`config.mk`:
```
export PLATFORM = sky130hd
export DESIGN_NAME = hrs_front
export DESIGN_NICKNAME = d
export VERILOG_FILES = /design/src/hrs_pkg.sv /design/src/hrs_front.sv
export SDC_FILE = /design/constraint.sdc
export NUM_CORES = 2
export LEC_CHECK = 0
export BUFFER_PORTS_ARGS = -buffer_cell sky130_fd_sc_hd__clkbuf_2
export CAP_MARGIN = 30
export CORE_UTILIZATION = 45
export CTS_BUF_LIST = sky130_fd_sc_hd__clkbuf_16
export DETAILED_ROUTE_END_ITERATION = 16
export GPL_TIMING_DRIVEN = 0
export PLACE_DENSITY = 0.59
export SKIP_CTS_REPAIR_TIMING = 1
export SKIP_LAST_GASP = 1
export SLEW_MARGIN = 40
export SYNTH_ARGS = -nofsm -noshare
export SYNTH_HDL_FRONTEND = slang
export SYNTH_SLANG_ARGS = --single-unit
```
`constraint.sdc`:
```
create_clock -name clk -period 6 [get_ports clk]
set_clock_uncertainty 0.05 [all_clocks]
set_input_delay 0.6 -clock clk [delete_from_list [all_inputs] [get_ports clk]]
set_output_delay 0.6 -clock clk [all_outputs]
set_load 0.01 [all_outputs]
```
`src/hrs_pkg.sv`:
```
// shared constants, codes and types of the heightmap resampler
package hrs_pkg;

	// fixed field widths
	localparam int COORD_W  = 12;
	localparam int SAMPLE_W = 16;
	localparam int SIZE_W   = 9;
	localparam int STEP_W   = 24;
	localparam int PROD_W   = COORD_W + STEP_W;
	localparam int CFG_IDX_W  = 2;
	localparam int CFG_DATA_W = STEP_W;

	// parameter defaults
	localparam int DEF_MAX_WIDTH  = 256;
	localparam int DEF_MAX_HEIGHT = 256;
	localparam int DEF_FRAC_BITS  = 16;

	// register reset values
	localparam logic [SIZE_W-1:0] RST_SRC_WIDTH  = 9'd256;
	localparam logic [SIZE_W-1:0] RST_SRC_HEIGHT = 9'd256;
	localparam logic [STEP_W-1:0] RST_STEP       = 24'd65536;

	// register indexes
	localparam logic [CFG_IDX_W-1:0] REG_SRC_WIDTH  = 2'd0;
	localparam logic [CFG_IDX_W-1:0] REG_SRC_HEIGHT = 2'd1;
	localparam logic [CFG_IDX_W-1:0] REG_STEP_X     = 2'd2;
	localparam logic [CFG_IDX_W-1:0] REG_STEP_Y     = 2'd3;

	// operation codes
	localparam logic OP_WRITE = 1'b0;
	localparam logic OP_QUERY = 1'b1;

	// queue between front and back
	localparam int QUEUE_DEPTH = 4;
	localparam int QUEUE_AFULL = QUEUE_DEPTH - 2;

	// sample bias that makes a signed height unsigned
	localparam logic [SAMPLE_W-1:0] SAMPLE_BIAS = 16'h8000;

	typedef struct packed {
		logic empty;
		logic almost_full;
	} hrs_q_status_t;

endpackage

```
`src/hrs_front.sv`:
```
// front end: accepts items, scales query coordinates and clamps to the source
module hrs_front #(
	parameter int MAX_WIDTH  = hrs_pkg::DEF_MAX_WIDTH,
	parameter int MAX_HEIGHT = hrs_pkg::DEF_MAX_HEIGHT,
	parameter int FRAC_BITS  = hrs_pkg::DEF_FRAC_BITS
) (
	input  logic                              clk,
	input  logic                              arst_n,
	input  logic                              take,
	input  logic                              op,
	input  logic [hrs_pkg::COORD_W-1:0]       coord_x,
	input  logic [hrs_pkg::COORD_W-1:0]       coord_y,
	input  logic [hrs_pkg::SAMPLE_W-1:0]      sample,
	input  logic [hrs_pkg::SIZE_W-1:0]        src_width,
	input  logic [hrs_pkg::SIZE_W-1:0]        src_height,
	input  logic [hrs_pkg::STEP_W-1:0]        step_x,
	input  logic [hrs_pkg::STEP_W-1:0]        step_y,
	output logic                              item_valid,
	output logic                              item_op,
	output logic                              item_flag,
	output logic [$clog2(MAX_WIDTH)-1:0]      item_x0,
	output logic [$clog2(MAX_WIDTH)-1:0]      item_x1,
	output logic [$clog2(MAX_HEIGHT)-1:0]     item_y0,
	output logic [$clog2(MAX_HEIGHT)-1:0]     item_y1,
	output logic [FRAC_BITS-1:0]              item_fx,
	output logic [FRAC_BITS-1:0]              item_fy,
	output logic [hrs_pkg::SAMPLE_W-1:0]      item_sample
);

	localparam int XW  = $clog2(MAX_WIDTH);
	localparam int YW  = $clog2(MAX_HEIGHT);
	localparam int IPW = hrs_pkg::PROD_W - FRAC_BITS;

	logic                          valid_s1;
	logic                          op_s1;
	logic [hrs_pkg::COORD_W-1:0]   cx_s1;
	logic [hrs_pkg::COORD_W-1:0]   cy_s1;
	logic [hrs_pkg::SAMPLE_W-1:0]  smp_s1;
	logic [hrs_pkg::PROD_W-1:0]    px_s1;
	logic [hrs_pkg::PROD_W-1:0]    py_s1;
	logic [hrs_pkg::PROD_W-1:0]    mul_x;
	logic [hrs_pkg::PROD_W-1:0]    mul_y;
	logic [XW-1:0]                 last_x;
	logic [YW-1:0]                 last_y;
	logic [IPW-1:0]                ipx;
	logic [IPW-1:0]                ipy;
	logic [IPW-1:0]                lastx_w;
	logic [IPW-1:0]                lasty_w;
	logic [FRAC_BITS-1:0]          fracx;
	logic [FRAC_BITS-1:0]          fracy;
	logic                          ovx;
	logic                          ovy;
	logic                          wclx;
	logic                          wcly;

	// position products, one per axis
	assign mul_x = coord_x * step_x;
	assign mul_y = coord_y * step_y;

	// capture stage
	always_ff @(posedge clk or negedge arst_n) begin
		if (!arst_n) begin
			valid_s1 <= 1'b0;
		end else begin
			valid_s1 <= take;
		end
	end

	always_ff @(posedge clk) begin
		if (take) begin
			op_s1  <= op;
			cx_s1  <= coord_x;
			cy_s1  <= coord_y;
			smp_s1 <= sample;
			px_s1  <= mul_x;
			py_s1  <= mul_y;
		end
	end

	// effective last column and row from the size registers
	always_comb begin
		if (src_width < 9'd2) begin
			last_x = XW'(1);
		end else if (32'(src_width) > MAX_WIDTH) begin
			last_x = XW'(MAX_WIDTH - 1);
		end else begin
			last_x = XW'(src_width - 9'd1);
		end
		if (src_height < 9'd2) begin
			last_y = YW'(1);
		end else if (32'(src_height) > MAX_HEIGHT) begin
			last_y = YW'(MAX_HEIGHT - 1);
		end else begin
			last_y = YW'(src_height - 9'd1);
		end
	end

	// split positions and detect edge overrun
	assign ipx     = px_s1[hrs_pkg::PROD_W-1:FRAC_BITS];
	assign ipy     = py_s1[hrs_pkg::PROD_W-1:FRAC_BITS];
	assign fracx   = px_s1[FRAC_BITS-1:0];
	assign fracy   = py_s1[FRAC_BITS-1:0];
	assign lastx_w = IPW'(last_x);
	assign lasty_w = IPW'(last_y);
	assign ovx     = (ipx > lastx_w) || ((ipx == lastx_w) && (fracx != '0));
	assign ovy     = (ipy > lasty_w) || ((ipy == lasty_w) && (fracy != '0));
	assign wclx    = cx_s1 > hrs_pkg::COORD_W'(last_x);
	assign wcly    = cy_s1 > hrs_pkg::COORD_W'(last_y);

	// classify into a write or a four-neighbor query
	always_comb begin
		item_valid  = valid_s1;
		item_op     = op_s1;
		item_sample = smp_s1;
		if (op_s1 == hrs_pkg::OP_WRITE) begin
			item_x0   = wclx ? last_x : XW'(cx_s1);
			item_x1   = item_x0;
			item_y0   = wcly ? last_y : YW'(cy_s1);
			item_y1   = item_y0;
			item_fx   = '0;
			item_fy   = '0;
			item_flag = wclx || wcly;
		end else begin
			item_x0   = ovx ? last_x : XW'(ipx);
			item_x1   = (ovx || (ipx >= lastx_w)) ? last_x : XW'(ipx) + XW'(1);
			item_y0   = ovy ? last_y : YW'(ipy);
			item_y1   = (ovy || (ipy >= lasty_w)) ? last_y : YW'(ipy) + YW'(1);
			item_fx   = ovx ? '0 : fracx;
			item_fy   = ovy ? '0 : fracy;
			item_flag = ovx || ovy;
		end
	end

endmodule

```
==> reports/metrics.sh <==
SYNTH_EDF_COUNT=113
DRT_PRE_ANTENNA_ITERS=5
FLOORPLAN.INITIALDENSITY_PCT=45.56
GRT_FIRST_PASS_WIRELENGTH_MM=102.1
PLACE.DETAILED.INSTANCES=3507
ASYNCSETRESETFLOPFRACSYNTH_PCT=0.8772
SYN_AVG_CELL_AREA_UM2=9.113
ROUTE.DETAILED.VIAS_PER_INST=5.309
CRITICAL_PATH.N_BUFFERS_INVERTERS=6
WORSTPATHARRIVAL_NS=6.00
ANT_NETS=0
TIMING.FINAL.HOLD_VIOLATIONS=0
AREAGROWTHSYNTHTOFINISH_PCT=11.32
CRIT_SLOWEST_CELL='fa_1'
FP.DIEAREA_UM2=54130
CRITPATHMAXSTAGEDELAY_NS=0.57
WORSTSETUPPATHTYPE='primary input to register'
CRITICAL_PATH_S_TOP_DELAY_FAMILY='adder cells'
CRITPATHLAUNCHTYPE='primary input'
ROUTED_WL_MM=64.15
OUTCOME='finished, final reports clean'
SLEW_VIOLATIONS=0
GRT.TOTAL_USAGE_PCT=24.59
PERIOD_NEEDED_NS=5.883
WORST_SLEW_PIN_SLEW_NS=0.8575
IO-PIN-COUNT=193
UTILIZATION_PCT=50.71
ROUTE.DETAILED.DRC=0
TOTAL_POWER_uW=14620
PLACE.GP.CONGESTION=0.8895
FINALNETCOUNT=3563
POST_SYNTH_NUM_CELL_TYPES=68
CTS_SINKS=114
GRT_ANTENNA_BEFORE_REPAIR=3
YS_SEQ_AREA_SHARE_PCT=14.28
FINAL-INSTANCE-COUNT-EXCL-FILL=3531
MIN_PERIOD_OVER_PERIOD_PCT=98.06
FLOORPLAN.DIE.HEIGHT_UM=232.7
CRIT_PATH_FREQUENT_CELL='fa_1'
WORSTPATHMAXFANOUT=10
HOLD_CLASS='primary input to register'
CTS_BUFFER_DEPTH=2
PRE_CTS_WS_NS=-0.9078
LAYOUT-DRIVE-GT1-SHARE_PCT=11.26
SETUP_VIOL=0
DETAILEDPLACEMENTHPWL_MM=54.76
DR_TOTAL_VIAS=18750
MAX-CAP-VIOLATIONS=0
PATH_CLK_SLEW_NS=0.06
GRT_PASS1_VIAS=19100
ACHIEVABLE-FREQUENCY_MHz=170.0
SYNTH_TOP_FLOP_CELL='edfxtp_1'
TIMING.SLEW.HEADROOM_PCT=42.58
SYN-CELL-AREA_UM2=23940
SYNTH_CELLS=2627
WORST-PATH-STAGES=21
MIN_DELAY_PATH_DEPTH=1
TIMING.CRITICAL_PATH.REQUIRED_NS=6.12
NUMBER_OF_FLIP_FLOPS_AND_LATCHES_IN_THE_SYNTHESIZED_NETLIST=114
SYN_NETS=3361
VDD_IR_DROP_MAX_V=0.0005304
DIE_WIDTH_UM=232.7
TRITONCTS='built'
RSZ0062_AT_GRT='yes'
COUNT_OF_BUFFERS_FROM_PORT_BUFFERING=191
FINALHOLDWORSTSLACK_NS=0.2918
NUMBER_OF_H_TREE_LEVELS=4
POWER_DENSITY_nW_PER_UM2=548.4
DRT_FIRST_ITER_VIOLATIONS=1146
YS_WARN_COUNT=0
CP-END-KIND='register'
PIN_COUNT_OF_THE_BIGGEST_NET_ENTERING_GLOBAL_ROUTING=60
CRIT_CHAIN='buf_2 -> clkbuf_4 -> nand2_1 -> fa_1 -> inv_1 -> fa_1 -> fa_1 -> fa_1 -> inv_1 -> fa_1 -> inv_1 -> ha_1 -> and4_1 -> nand2b_1 -> a2111oi_4 -> buf_4 -> o311ai_4 -> a211o_1 -> mux2i_1 -> a21oi_1 -> xnor2_1'
WL_PER_CELL_UM=18.17
POSTLAYOUTSETUPSLACKWORST_NS=0.1165
STATIC_LEAKAGE_POWER_uW=0.01353
ROWS=84
DESIGN.CORE.AREA_UM2=52550
GRT.OVERFLOW.TOTAL=0
CTS.ROOT.BUFFER_CELL='clkbuf_16'
TRITONCTS_BUFFERS=17
## cell usage in the layout, fill, tap and decap left out, drive strengths merged, types with 3 or more instances in the layout
cell / instances
nand3b: 3
xor2: 26
xnor2: 51
nor3: 11
o21bai: 8
a31oi: 9
ha: 184
nor2b: 9
o21a: 14
nand4: 16
and2: 161
o31a: 3
a211oi: 9
a21o: 40
or4: 4
nor2: 60
o211ai: 8
edfxtp: 113
nand3: 16
a211o: 4
a21oi: 72
a2111oi: 3
nand2: 469
nor4: 17
o311ai: 3
clkbuf: 286
nand2b: 18
or2: 5
clkinv: 8
buf: 37
and3: 39
fa: 440
inv: 545
o31ai: 5
o21ai: 41
or3: 3
mux2i: 69
## cells in the mapped netlist, drive strengths merged, types with 3 or more instances
cell	instances	area share, %
nor4	17	0.47
and2	161	4.2
or4	4	0.13
nor2	60	0.94
nor2b	9	0.24
or3	3	0.078
xnor2	51	1.9
o31a	3	0.11
clkbuf	121	1.9
a21o	40	1.3
mux2i	69	2.9
nand4	16	0.42
nor3	11	0.23
o21ai	41	0.87
nand3b	3	0.094
and3	39	1.0
nand2b	18	0.47
nand2	469	7.4
a21oi	72	1.5
nand3	16	0.36
inv	542	8.5
o21a	14	0.44
a211oi	9	0.28
a211o	4	0.15
ha	184	9.6
buf	3	0.057
edfxtp	113	14
o211ai	8	0.25
o311ai	3	0.21
o31ai	5	0.16
a2111oi	3	0.21
fa	440	37
o21bai	8	0.25
xor2	26	0.95
a31oi	9	0.24
or2	5	0.13
## logic make-up after synthesis
kind of cell	Yosys count	share of synthesized area [%]
compound gates	238	6.716
xor+xnor	77	2.817
fa+ha+maj	624	46.41
buf+inv	666	10.45
flops	114	14.28
mux	70	2.932
simple gates	838	16.39
## layer usage
metal	vias to the layer above	wire length (um)	track usage (%)
li1	8539	-	-
met1	9581	29090	35.07
met2	573	30070	39.73
met3	52	4234	4.044
met4	0	750	4.289
met5	-	0	0
## state kept, by name, summed over array words and instances, names as in the netlist
| register | cells |
|---|---|
| item_valid | 1 |
| item_sample | 16 |
| py_s1 | 36 |
| cy_s1 | 12 |
| item_op | 1 |
| px_s1 | 36 |
| cx_s1 | 12 |
## stage by stage
step | setup TNS (ns) | area [um2]
finish | 0 | 26650
global route | -0.06610 | 26650
CTS | -6.088 | 26390
detailed placement | -20.28 | 25800
global placement | -18.03 | 25760
floorplan | 0 | 23940
## power by group
part,internal (uW),total [uW],switching (uW)
logic,4860,11700,6820
registers,1730,1930,200
clock network,613,1000,389
total,7210,14600,7410
## worst paths after layout
check                      startpoint         endpoint  slack, ns
min                        sample[14]  item_sample[14]       0.29
max in group asynchronous      arst_n       item_valid       5.37
min in group asynchronous      arst_n       item_valid       0.44
max                        coord_x[8]        px_s1[30]       0.12
## area by class of cell
cell class,instances,area [um2]
Fill cell,4996,25900
Multi-Input combinational cell,1847,18090
Sequential cell,114,3418
Inverter,542,2034
Timing Repair Buffer,197,1057
Tap cell,688,860.8
Buffer,110,595.6
Clock buffer,17,425.4
Clock inverter,15,161.4
Antenna cell,1,2.502
Power figures use the tool's default switching activity.
