## src/hrs_pkg.sv

```systemverilog
// shared constants, codes and types of the heightmap resampler
package hrs_pkg;

	// fixed field widths
	localparam int COORD_W  = 12;
	localparam int SAMPLE_W = 16;
	localparam int SIZE_W   = 9;
	localparam int STEP_W   = 24;
	localparam int PROD_W   = COORD_W + STEP_W;
	localparam int CFG_IDX_W  = 2;
	localparam int CFG_DATA_W = STEP_W;

	// parameter defaults
	localparam int DEF_MAX_WIDTH  = 256;
	localparam int DEF_MAX_HEIGHT = 256;
	localparam int DEF_FRAC_BITS  = 16;

	// register reset values
	localparam logic [SIZE_W-1:0] RST_SRC_WIDTH  = 9'd256;
	localparam logic [SIZE_W-1:0] RST_SRC_HEIGHT = 9'd256;
	localparam logic [STEP_W-1:0] RST_STEP       = 24'd65536;

	// register indexes
	localparam logic [CFG_IDX_W-1:0] REG_SRC_WIDTH  = 2'd0;
	localparam logic [CFG_IDX_W-1:0] REG_SRC_HEIGHT = 2'd1;
	localparam logic [CFG_IDX_W-1:0] REG_STEP_X     = 2'd2;
	localparam logic [CFG_IDX_W-1:0] REG_STEP_Y     = 2'd3;

	// operation codes
	localparam logic OP_WRITE = 1'b0;
	localparam logic OP_QUERY = 1'b1;

	// queue between front and back
	localparam int QUEUE_DEPTH = 4;
	localparam int QUEUE_AFULL = QUEUE_DEPTH - 2;

	// sample bias that makes a signed height unsigned
	localparam logic [SAMPLE_W-1:0] SAMPLE_BIAS = 16'h8000;

	typedef struct packed {
		logic empty;
		logic almost_full;
	} hrs_q_status_t;

endpackage

```

## src/hrs_queue.sv

```systemverilog
// short item queue between the front end and the back end
module hrs_queue #(
	parameter int WIDTH = 8
) (
	input  logic                  clk,
	input  logic                  arst_n,
	input  logic                  push,
	input  logic [WIDTH-1:0]      wdata,
	input  logic                  pop,
	output logic [WIDTH-1:0]      rdata,
	output hrs_pkg::hrs_q_status_t status
);

	localparam int DEPTH = hrs_pkg::QUEUE_DEPTH;
	localparam int AW    = $clog2(DEPTH);
	localparam int CW    = $clog2(DEPTH + 1);

	logic [WIDTH-1:0] slot_q [DEPTH];
	logic [AW-1:0]    wr_ptr_q;
	logic [AW-1:0]    rd_ptr_q;
	logic [CW-1:0]    count_q;

	// pointers and fill count
	always_ff @(posedge clk or negedge arst_n) begin
		if (!arst_n) begin
			wr_ptr_q <= '0;
			rd_ptr_q <= '0;
			count_q  <= '0;
		end else begin
			if (push) begin
				wr_ptr_q <= wr_ptr_q + AW'(1);
			end
			if (pop) begin
				rd_ptr_q <= rd_ptr_q + AW'(1);
			end
			if (push && !pop) begin
				count_q <= count_q + CW'(1);
			end else if (pop && !push) begin
				count_q <= count_q - CW'(1);
			end
		end
	end

	// storage
	always_ff @(posedge clk) begin
		if (push) begin
			slot_q[wr_ptr_q] <= wdata;
		end
	end

	assign rdata              = slot_q[rd_ptr_q];
	assign status.empty       = (count_q == '0);
	assign status.almost_full = (count_q >= CW'(hrs_pkg::QUEUE_AFULL));

	// a push into a full queue must be matched by a pop
	a_no_overflow: assert property (@(posedge clk) disable iff (!arst_n)
		push && (count_q == CW'(DEPTH)) |-> pop)
		else $error("queue overflow");

	// never pop an empty queue
	a_no_underflow: assert property (@(posedge clk) disable iff (!arst_n)
		pop |-> (count_q != '0))
		else $error("queue underflow");

endmodule

```

## config.mk

```make
export PLATFORM = sky130hd
export DESIGN_NAME = hrs_queue
export DESIGN_NICKNAME = d
export VERILOG_FILES = /design/src/hrs_pkg.sv /design/src/hrs_queue.sv
export SDC_FILE = /design/constraint.sdc
export NUM_CORES = 1
export LEC_CHECK = 0
export BUFFER_PORTS_ARGS = -buffer_cell sky130_fd_sc_hd__buf_2
export CORE_UTILIZATION = 40
export DETAILED_ROUTE_END_ITERATION = 16
export HOLD_SLACK_MARGIN = 0.06
export SYNTH_ARGS = -nofsm -noshare
export SYNTH_HDL_FRONTEND = slang
export SYNTH_SLANG_ARGS = --single-unit
```

## constraint.sdc

```tcl
create_clock -name clk -period 2.5 [get_ports clk]
set_input_delay 0.125 -clock clk [delete_from_list [all_inputs] [get_ports clk]]
set_output_delay 0.125 -clock clk [all_outputs]
set_load 0.05 [all_outputs]
```

==> impl_results.md, run 1 <==
* Port bufs at 21
* Worst-margin pin slew at 0.5932 ns
* DIE HEIGHT at 64.16 um
* Die area at 0.004116 sq mm
* Final Setup Violations at 0
* Post-route setup slack at 0.5646 ns
* Most common cell in the netlist: edfxtp_1
* Io pins at 22
* RSZ-0062 raised after global routing: no
* Layout cell share with drive strength beyond 1 at 0.3364
* Clock Tree Buf Depth at 2
* Starting Density at 0.4189
* Total chip power at 2.234 mW
* Max Fclk at 516.7 MHz
* Most frequent cells after synthesis: edfxtp_1 (32), mux4_2 (8), dfrtp_1 (7), ha_1 (5)
* Core area at 0.003689 sq mm
* Slew Viols, Final at 0
* Leak Pwr at 0.6953 nW
* Nets at 127
* Via-to-Cell Ratio at 4.601
* Nature of the critical path endpoint: primary output
* Area Overhead vs Synth at 19.43%
* Status: finished clean
* Vias in the first global route at 749
* Post-Syn Instances at 76
* Root Buffer: clkbuf_8
* Via count at 727
* Max IR drop VDD at 0.5764 mV
* Worst slack, placed at 0.8229 ns
* Synth area leaders: edfxtp_1 (62%), mux4_2 (12%), dfrtp_1 (11%), ha_1 (4.0%), xor2_1 (2.3%)
* CP max FO at 10
* Iteration-0 DRC Markers at 14
* Post-synth EDFFs at 32
* # clock sinks at 39
* Util after Layout at 0.5003
* Std cell rows at 22
* # DRC at 0
* Syn. warnings at 0
* CP Buf/Inv Count at 1
* Wirelength per Cell at 14.38 um
* Clock Pin Slew Worst Setup and Hold Paths at 0.07 ns
* Critical path's slowest cell: dfrtp_1
* Crit path launch type: register
* Synthesized area at 0.001545 sq mm
* Drt first pass iters at 3
* Register area share after synthesis at 0.7352
* Average cell area after synthesis at 20.33 sq um
* Most area-hungry cell type in the Yosys netlist: edfxtp_1
* #FFs+latches synth at 39
* Remaining Overflow, GRT at 0
* Setup CP Type: reg2out
* First-pass GRT wire length at 3.581 mm
* Top FF cell, synth: edfxtp_1
* Min-Delay Path Class: in2reg
* Synth async-reset ratio at 0.1795
* Post-Route WL at 2.272 mm
* Remaining antenna violation count after routing at 0
* Syn nets at 94
* Skew final at 0.005445 ns
* Max-slew headroom at the worst pin at 0.6045
* Final Hold Fails at 0
* Post-CTS Setup Repair Bufs at 0
* Post-DP HPWL at 1.517 mm
* Worst-Skew Late Latency at 0.28 ns
* Antenna violations before repair at 0
* Min Tclk post-route at 1.935 ns
* CP required at 2.38 ns
* CTS tree: done
* Period utilization at 0.7742
* Worst path arrival time at 1.81 ns
* Critical path cell sequence: mux4_2 > buf_2
* Num CTS Buffers at 5
* Die Span X at 64.16 um
* H-Tree Depth at 2
* GP Congestion at 0.6623
* Largest stage delay, worst path at 0.72 ns
* Diodes inserted at 0
* Delay-heaviest family, CP: flip-flops
* Max-cap violations at 0
* Total Neg Setup Slack at 0 ns
* Largest net degree at the start of global routing at 12
* All-Layer GR Usage at 0.1260
* Synth top area share at 0.6219
* Pwr per Cell Area at 1211 mW/mm^2
* Post-synth cell types at 16
-- path summary, 6_finish.rpt --
kind | from | to | slack [ns] | cells past startpoint
min reg2reg | count_q[2] | count_q[2] | 0.46 | 1
min | wdata[4] | slot_q[2][4] | 0.07 | 1
max reg2reg | wr_ptr_q[0] | slot_q[0][3] | 1.10 | 3
max in group asynchronous | arst_n | rd_ptr_q[1] | 2.12 | 2
min in group asynchronous | arst_n | count_q[0] | 0.21 | 2
max | rd_ptr_q[0] | rdata[0] | 0.56 | 2
-- where the power goes --
part | internal, mW | total, mW | switching (mW)
sequential | 0.871 | 1.01 | 0.135
combinational | 0.294 | 0.838 | 0.544
clock | 0.196 | 0.391 | 0.195
total | 1.36 | 2.23 | 0.874
-- state kept, by name, summed over array words and instances (netlist names) --
| name | count |
|---|---|
| wr_ptr_q | 2 |
| slot_q | 32 |
| count_q | 3 |
| rd_ptr_q | 2 |
-- timing repair --
item / CTS / global route
gates resized for setup: 0 / 0
endpoints found under the hold margin: 20 / 8
hold buffers: 5 / 2
setup endpoints to repair: 0 / 0
-- worst reg2reg max path: cells and delay by family, from the launching register on --
family	cells	cell delay, ns
adder cells (fa/ha/maj)	1	0.14
buffers and inverters	1	0.11
flip-flops	1	0.42
AND/OR/NAND/NOR	1	0.38
-- layer usage --
metal	vias up	share of wire	track usage
met5	-	0	0
met2	18	0.51	0.2048
met3	2	0.044	0.04821
met4	0	0.0088	0.04167
li1	348	-	-
met1	359	0.44	0.1546
-- area by class of cell --
type	count	area, sq um
Inverter	4	15.01
Timing Repair Buffer	28	175.2
Sequential cell	39	1136
Multi-Input combinational cell	31	377.9
Tap cell	48	60.06
Fill cell	328	1843
Clock buffer	7	76.32
Clock inverter	1	5.005
-- cells by family after synthesis --
group                    after synthesis  synth area share
XOR/XNOR                               6           0.03401
AO/OA/AOI/OAI                          1          0.003236
flip-flops                            39            0.7352
adder cells (fa/ha/maj)                6           0.05344
buffers and inverters                  6           0.02024
AND/OR/NAND/NOR                        9           0.02996
multiplexers                           9            0.1239
-- per-stage QoR --
step	instances	hold slack (ns)	instance area, sq um
CTS	156	0.06286	1826
global route	158	0.06899	1846
global placement	143	-0.03474	1694
detailed placement	143	-0.03092	1694
floorplan	76	-0.1706	1545
finish	158	0.06533	1846
-- layout by cell type (no fill, tap or decap) --
cell type,instances
nor2_1,2
inv_1,4
xor2_1,4
o21ai_0,1
fa_1,1
dfrtp_1,7
dlygate4sd3_1,7
mux2_2,1
or2_2,1
and2_1,4
clkbuf_8,5
buf_2,21
clkbuf_1,2
ha_1,5
clkinv_2,1
mux4_2,8
edfxtp_1,32
xnor2_1,2
nand2_1,2
Note: power is estimated with default switching activity, not from simulation.
==> run 2: changes to the inputs <==
ABC_AREA = 1   (was unset)
clock period = 2 ns   (was 2.5 ns; I/O delays follow)
==> run 2 against run 1 <==
Cell area is 9.5% higher. Clock power is 34% higher. Synthesized cell count is 86% higher. Cell count is 43% higher. Sequential power is 20% higher. Combinational power is 65% higher. Routed wire length is 27% higher. Clock skew is 0.0027 ns higher. Register-to-register slack worse by 0.45 ns. Global-route usage is 2.7 points higher. Clock-buffer cell count is 2 lower. Critical path type unchanged. Highest routed layer unchanged.
==> impl_results.md, run 2 <==
* Nets at 193 (+52%)
* Setup CP Type: reg2out
* CTS tree: done
* Worst hold start: push
* FF-to-FF path depth at 4 (+1)
* CP Buf/Inv Count at 2 (+1)
* Via count at 1035 (+42%)
* Syn. warnings at 0 (unchanged)
* Layout cell share with drive strength beyond 1 at 0.1932 (-0.1432)
* Total Neg Setup Slack at 0 ns (unchanged)
* Synthesized area at 0.001704 sq mm (+10%)
* Commonest cells after routing, fill and taps aside: nand2_1 (37), edfxtp_1 (32), inv_1 (27)
* Max-cap violations at 0 (unchanged)
* # clock sinks at 39 (unchanged)
* Max-slew headroom at the worst pin at 0.7401 (+0.1356)
* Final Setup Violations at 0 (unchanged)
* Drt first pass iters at 4 (+1)
* Worst r2r dst: slot_q[2][3]
* Switching share of total power at 0.4532 (+0.06221)
* Most common cell in the netlist: nand2_1
* DIE HEIGHT at 67.27 um (+4.9%)
* Syn nets at 159 (+69%)
* First-pass GRT wire length at 4.678 mm (+31%)
* Clock Tree Buf Depth at 2 (unchanged)
* Max reg flops at 32 (unchanged)
* Top FF cell, synth: edfxtp_1
* Die Span X at 67.27 um (+4.9%)
* Min-Delay Path Class: in2reg
* All-Layer GR Usage at 0.1531 (+0.02712)
* Wirelength per Cell at 12.75 um (-11%)
* Via-to-Cell Ratio at 4.580 (-0.47%)
* CP max FO at 9 (-1)
* RSZ-0062 raised after global routing: no
* Max Fclk at 623.8 MHz
* Worst path arrival time at 1.50 ns (-0.31 ns)
* Most area-hungry cell type in the Yosys netlist: edfxtp_1
* Clock Pin Slew Worst Setup and Hold Paths at 0.07 ns (about the same)
* Min Tclk post-route at 1.603 ns
* Area occupied by multi-input gates at 407.9 sq um (+7.9%)
* Most frequent cells after synthesis: nand2_1 (37), edfxtp_1 (32), inv_1 (27), o211ai_1 (15), dfrtp_1 (7)
* Hold_ws at 0.08451 ns (+0.01917 ns)
* GP Congestion at 0.8514 (+29%)
* Diodes inserted at 0 (unchanged)
* Worst-margin pin slew at 0.3894 ns (-0.2038 ns)
* Post-synth cell types at 19 (+3)
* Critical path's slowest cell: dfrtp_1
* Post-synth EDFFs at 32 (unchanged)
* Internal power at 1.704 mW (+25%)
* Top reg by flops: slot_q
* H-Tree Depth at 2 (unchanged)
* Synth top area share at 0.5639 (-0.05799)
* Skew final at 0.008185 ns (+0.002741 ns)
* Status: finished clean
* Post-DP HPWL at 1.842 mm (+21%)
* # DRC at 0 (unchanged)
* Iteration-0 DRC Markers at 98 (+84)
* Reg-to-reg startpoint: wr_ptr_q[0]
* Most common cell after layout, fill and taps aside: nand2_1
* Post-Route WL at 2.882 mm (+27%)
* Leak Pwr at 0.8964 nW (+29%)
* Cts repair resizes at 0 (unchanged)
* P_sw at 1.413 mW (+62%)
* Synth async-reset ratio at 0.1795 (unchanged)
* Num CTS Buffers at 5 (unchanged)
* Flop pwr share at 0.387 (-0.063)
* Io pins at 22 (unchanged)
* Area Overhead vs Synth at 18.58%
* Remaining antenna violation count after routing at 0 (unchanged)
* Period utilization at 0.8016
* #FFs+latches synth at 39 (unchanged)
* Post-Syn Instances at 141 (+86%)
* Delay-heaviest family, CP: flip-flops
* Filler cell count in the final layout at 336 (+2.4%)
* Slew Viols, Final at 0 (unchanged)
* Pwr per Cell Area at 1542 mW/mm^2 (+27%)
* Largest net degree at the start of global routing at 21 (+9)
* Critical path cell sequence: inv_2 > o211ai_1 > nand2_1 > buf_2
* Comb power frac at 0.444 (+0.069)
* Clock power share at 0.169 (-0.006)
* Post-CTS Setup Repair Bufs at 0 (unchanged)
* Biggest regs: slot_q (32), count_q (3)
* Setup slack, reg-to-reg at 0.65 ns (-0.45 ns)
* Antenna violations before repair at 0 (unchanged)
* Register area share after synthesis at 0.6667 (-0.06856)
* Root Buffer: clkbuf_8
* Sink of the worst hold path: wr_ptr_q[0]
* Starting Density at 0.4200 (+0.001053)
* Max IR drop VDD at 0.5069 mV (-12%)
* Critical path depth at 4 (+2)
* Final Hold Fails at 0 (unchanged)
* Std cell rows at 23 (+4.5%)
* Nature of the critical path endpoint: primary output
* Die area at 0.004525 sq mm (+9.9%)
* Remaining Overflow, GRT at 0 (unchanged)
* Synth area leaders: edfxtp_1 (56%), dfrtp_1 (10%), nand2_1 (8.1%), o211ai_1 (6.6%), inv_1 (5.9%)
* Largest stage delay, worst path at 0.52 ns (-0.20 ns)
* Worst-Skew Late Latency at 0.30 ns (+0.02 ns)
* Vias in the first global route at 1013 (+35%)
* Register area at 0.001136 sq mm (unchanged)
* Port bufs at 21 (unchanged)
* Crit path launch type: register
* Core area at 0.004058 sq mm (+10%)
* Hold Path Depth at 2 (+1)
* Average cell area after synthesis at 12.09 sq um (-41%)
* CP required at 1.90 ns (-0.48 ns)
==> run 2: worst max path at each step <==
stage | start | end | slack [ns]
after detailed placement | wr_ptr_q[1] | slot_q[1][5] | 0.63
after CTS | rd_ptr_q[1] | rdata[6] | 0.39
after global placement | wr_ptr_q[0] | slot_q[0][5] | 0.68
final | rd_ptr_q[1] | rdata[3] | 0.40
after global routing | rd_ptr_q[1] | rdata[7] | 0.30
after floorplan | count_q[1] | status[1] | 0.40
==> run 2: worst reg2reg max path, stage by stage, from the launching register on <==
cell     delay, ns
dfrtp_1       0.43
inv_1         0.10
ha_1          0.14
nand2_1       0.05
inv_1         0.28
==> run 2: kinds of logic (layout without fill, tap and decap cells) <==
| group | Yosys count | after routing | synth area share |
|---|---|---|---|
| fa+ha+maj | 6 | 6 | 0.04846 |
| flops | 39 | 39 | 0.6667 |
| simple gates | 41 | 41 | 0.09398 |
| compound gates | 17 | 17 | 0.07636 |
| xor+xnor | 4 | 4 | 0.02056 |
| buf+inv | 34 | 69 | 0.09397 |
==> run 2: power groups by stage <==
stage	Combinational, mW	Clock, mW	Sequential (mW)
finish	1.38	0.525	1.21
global route	1.54	0.565	1.23
CTS	1.40	0.539	1.21
detailed placement	1.38	0	1.23
global placement	1.36	0	1.22
floorplan	1.18	0	1.17
==> run 2: timing repair <==
item	in CTS	in global routing
hold buffers	10	0
hold endpoints to repair	40	0
endpoints found under the setup margin	0	0
==> run 2: cell type report <==
type                       instances  area share
timing repair buffer              33      0.1090
clock inverter                     3    0.009907
tap                               50     0.03096
clock buffer                       5     0.03406
multi-input combinational         68      0.2019
inverter                          28     0.05201
sequential                        39      0.5622
==> run 2: routing by layer <==
metal | routed length, um | track usage | vias up
li1 | - | - | 528
met1 | 1231 | 0.1814 | 477
met2 | 1435 | 0.2425 | 22
met3 | 126 | 0.03547 | 8
met4 | 88 | 0.1117 | 0
met5 | 0 | 0 | -
==> run 2: stage by stage <==
step | worst slack (ns) | instances | power [mW] | utilization | instance area, sq um
2_1_floorplan | 0.4041 | 141 | 2.352 | - | 1704
3_3_place_gp | 0.6805 | 208 | 2.574 | 0.4514 | 1832
3_5_place_dp | 0.6325 | 208 | 2.609 | 0.4514 | 1832
4_1_cts | 0.3869 | 226 | 3.149 | 0.4980 | 2021
5_1_grt | 0.3010 | 226 | 3.337 | 0.4980 | 2021
6_report | 0.3969 | 226 | 3.117 | 0.4980 | 2021
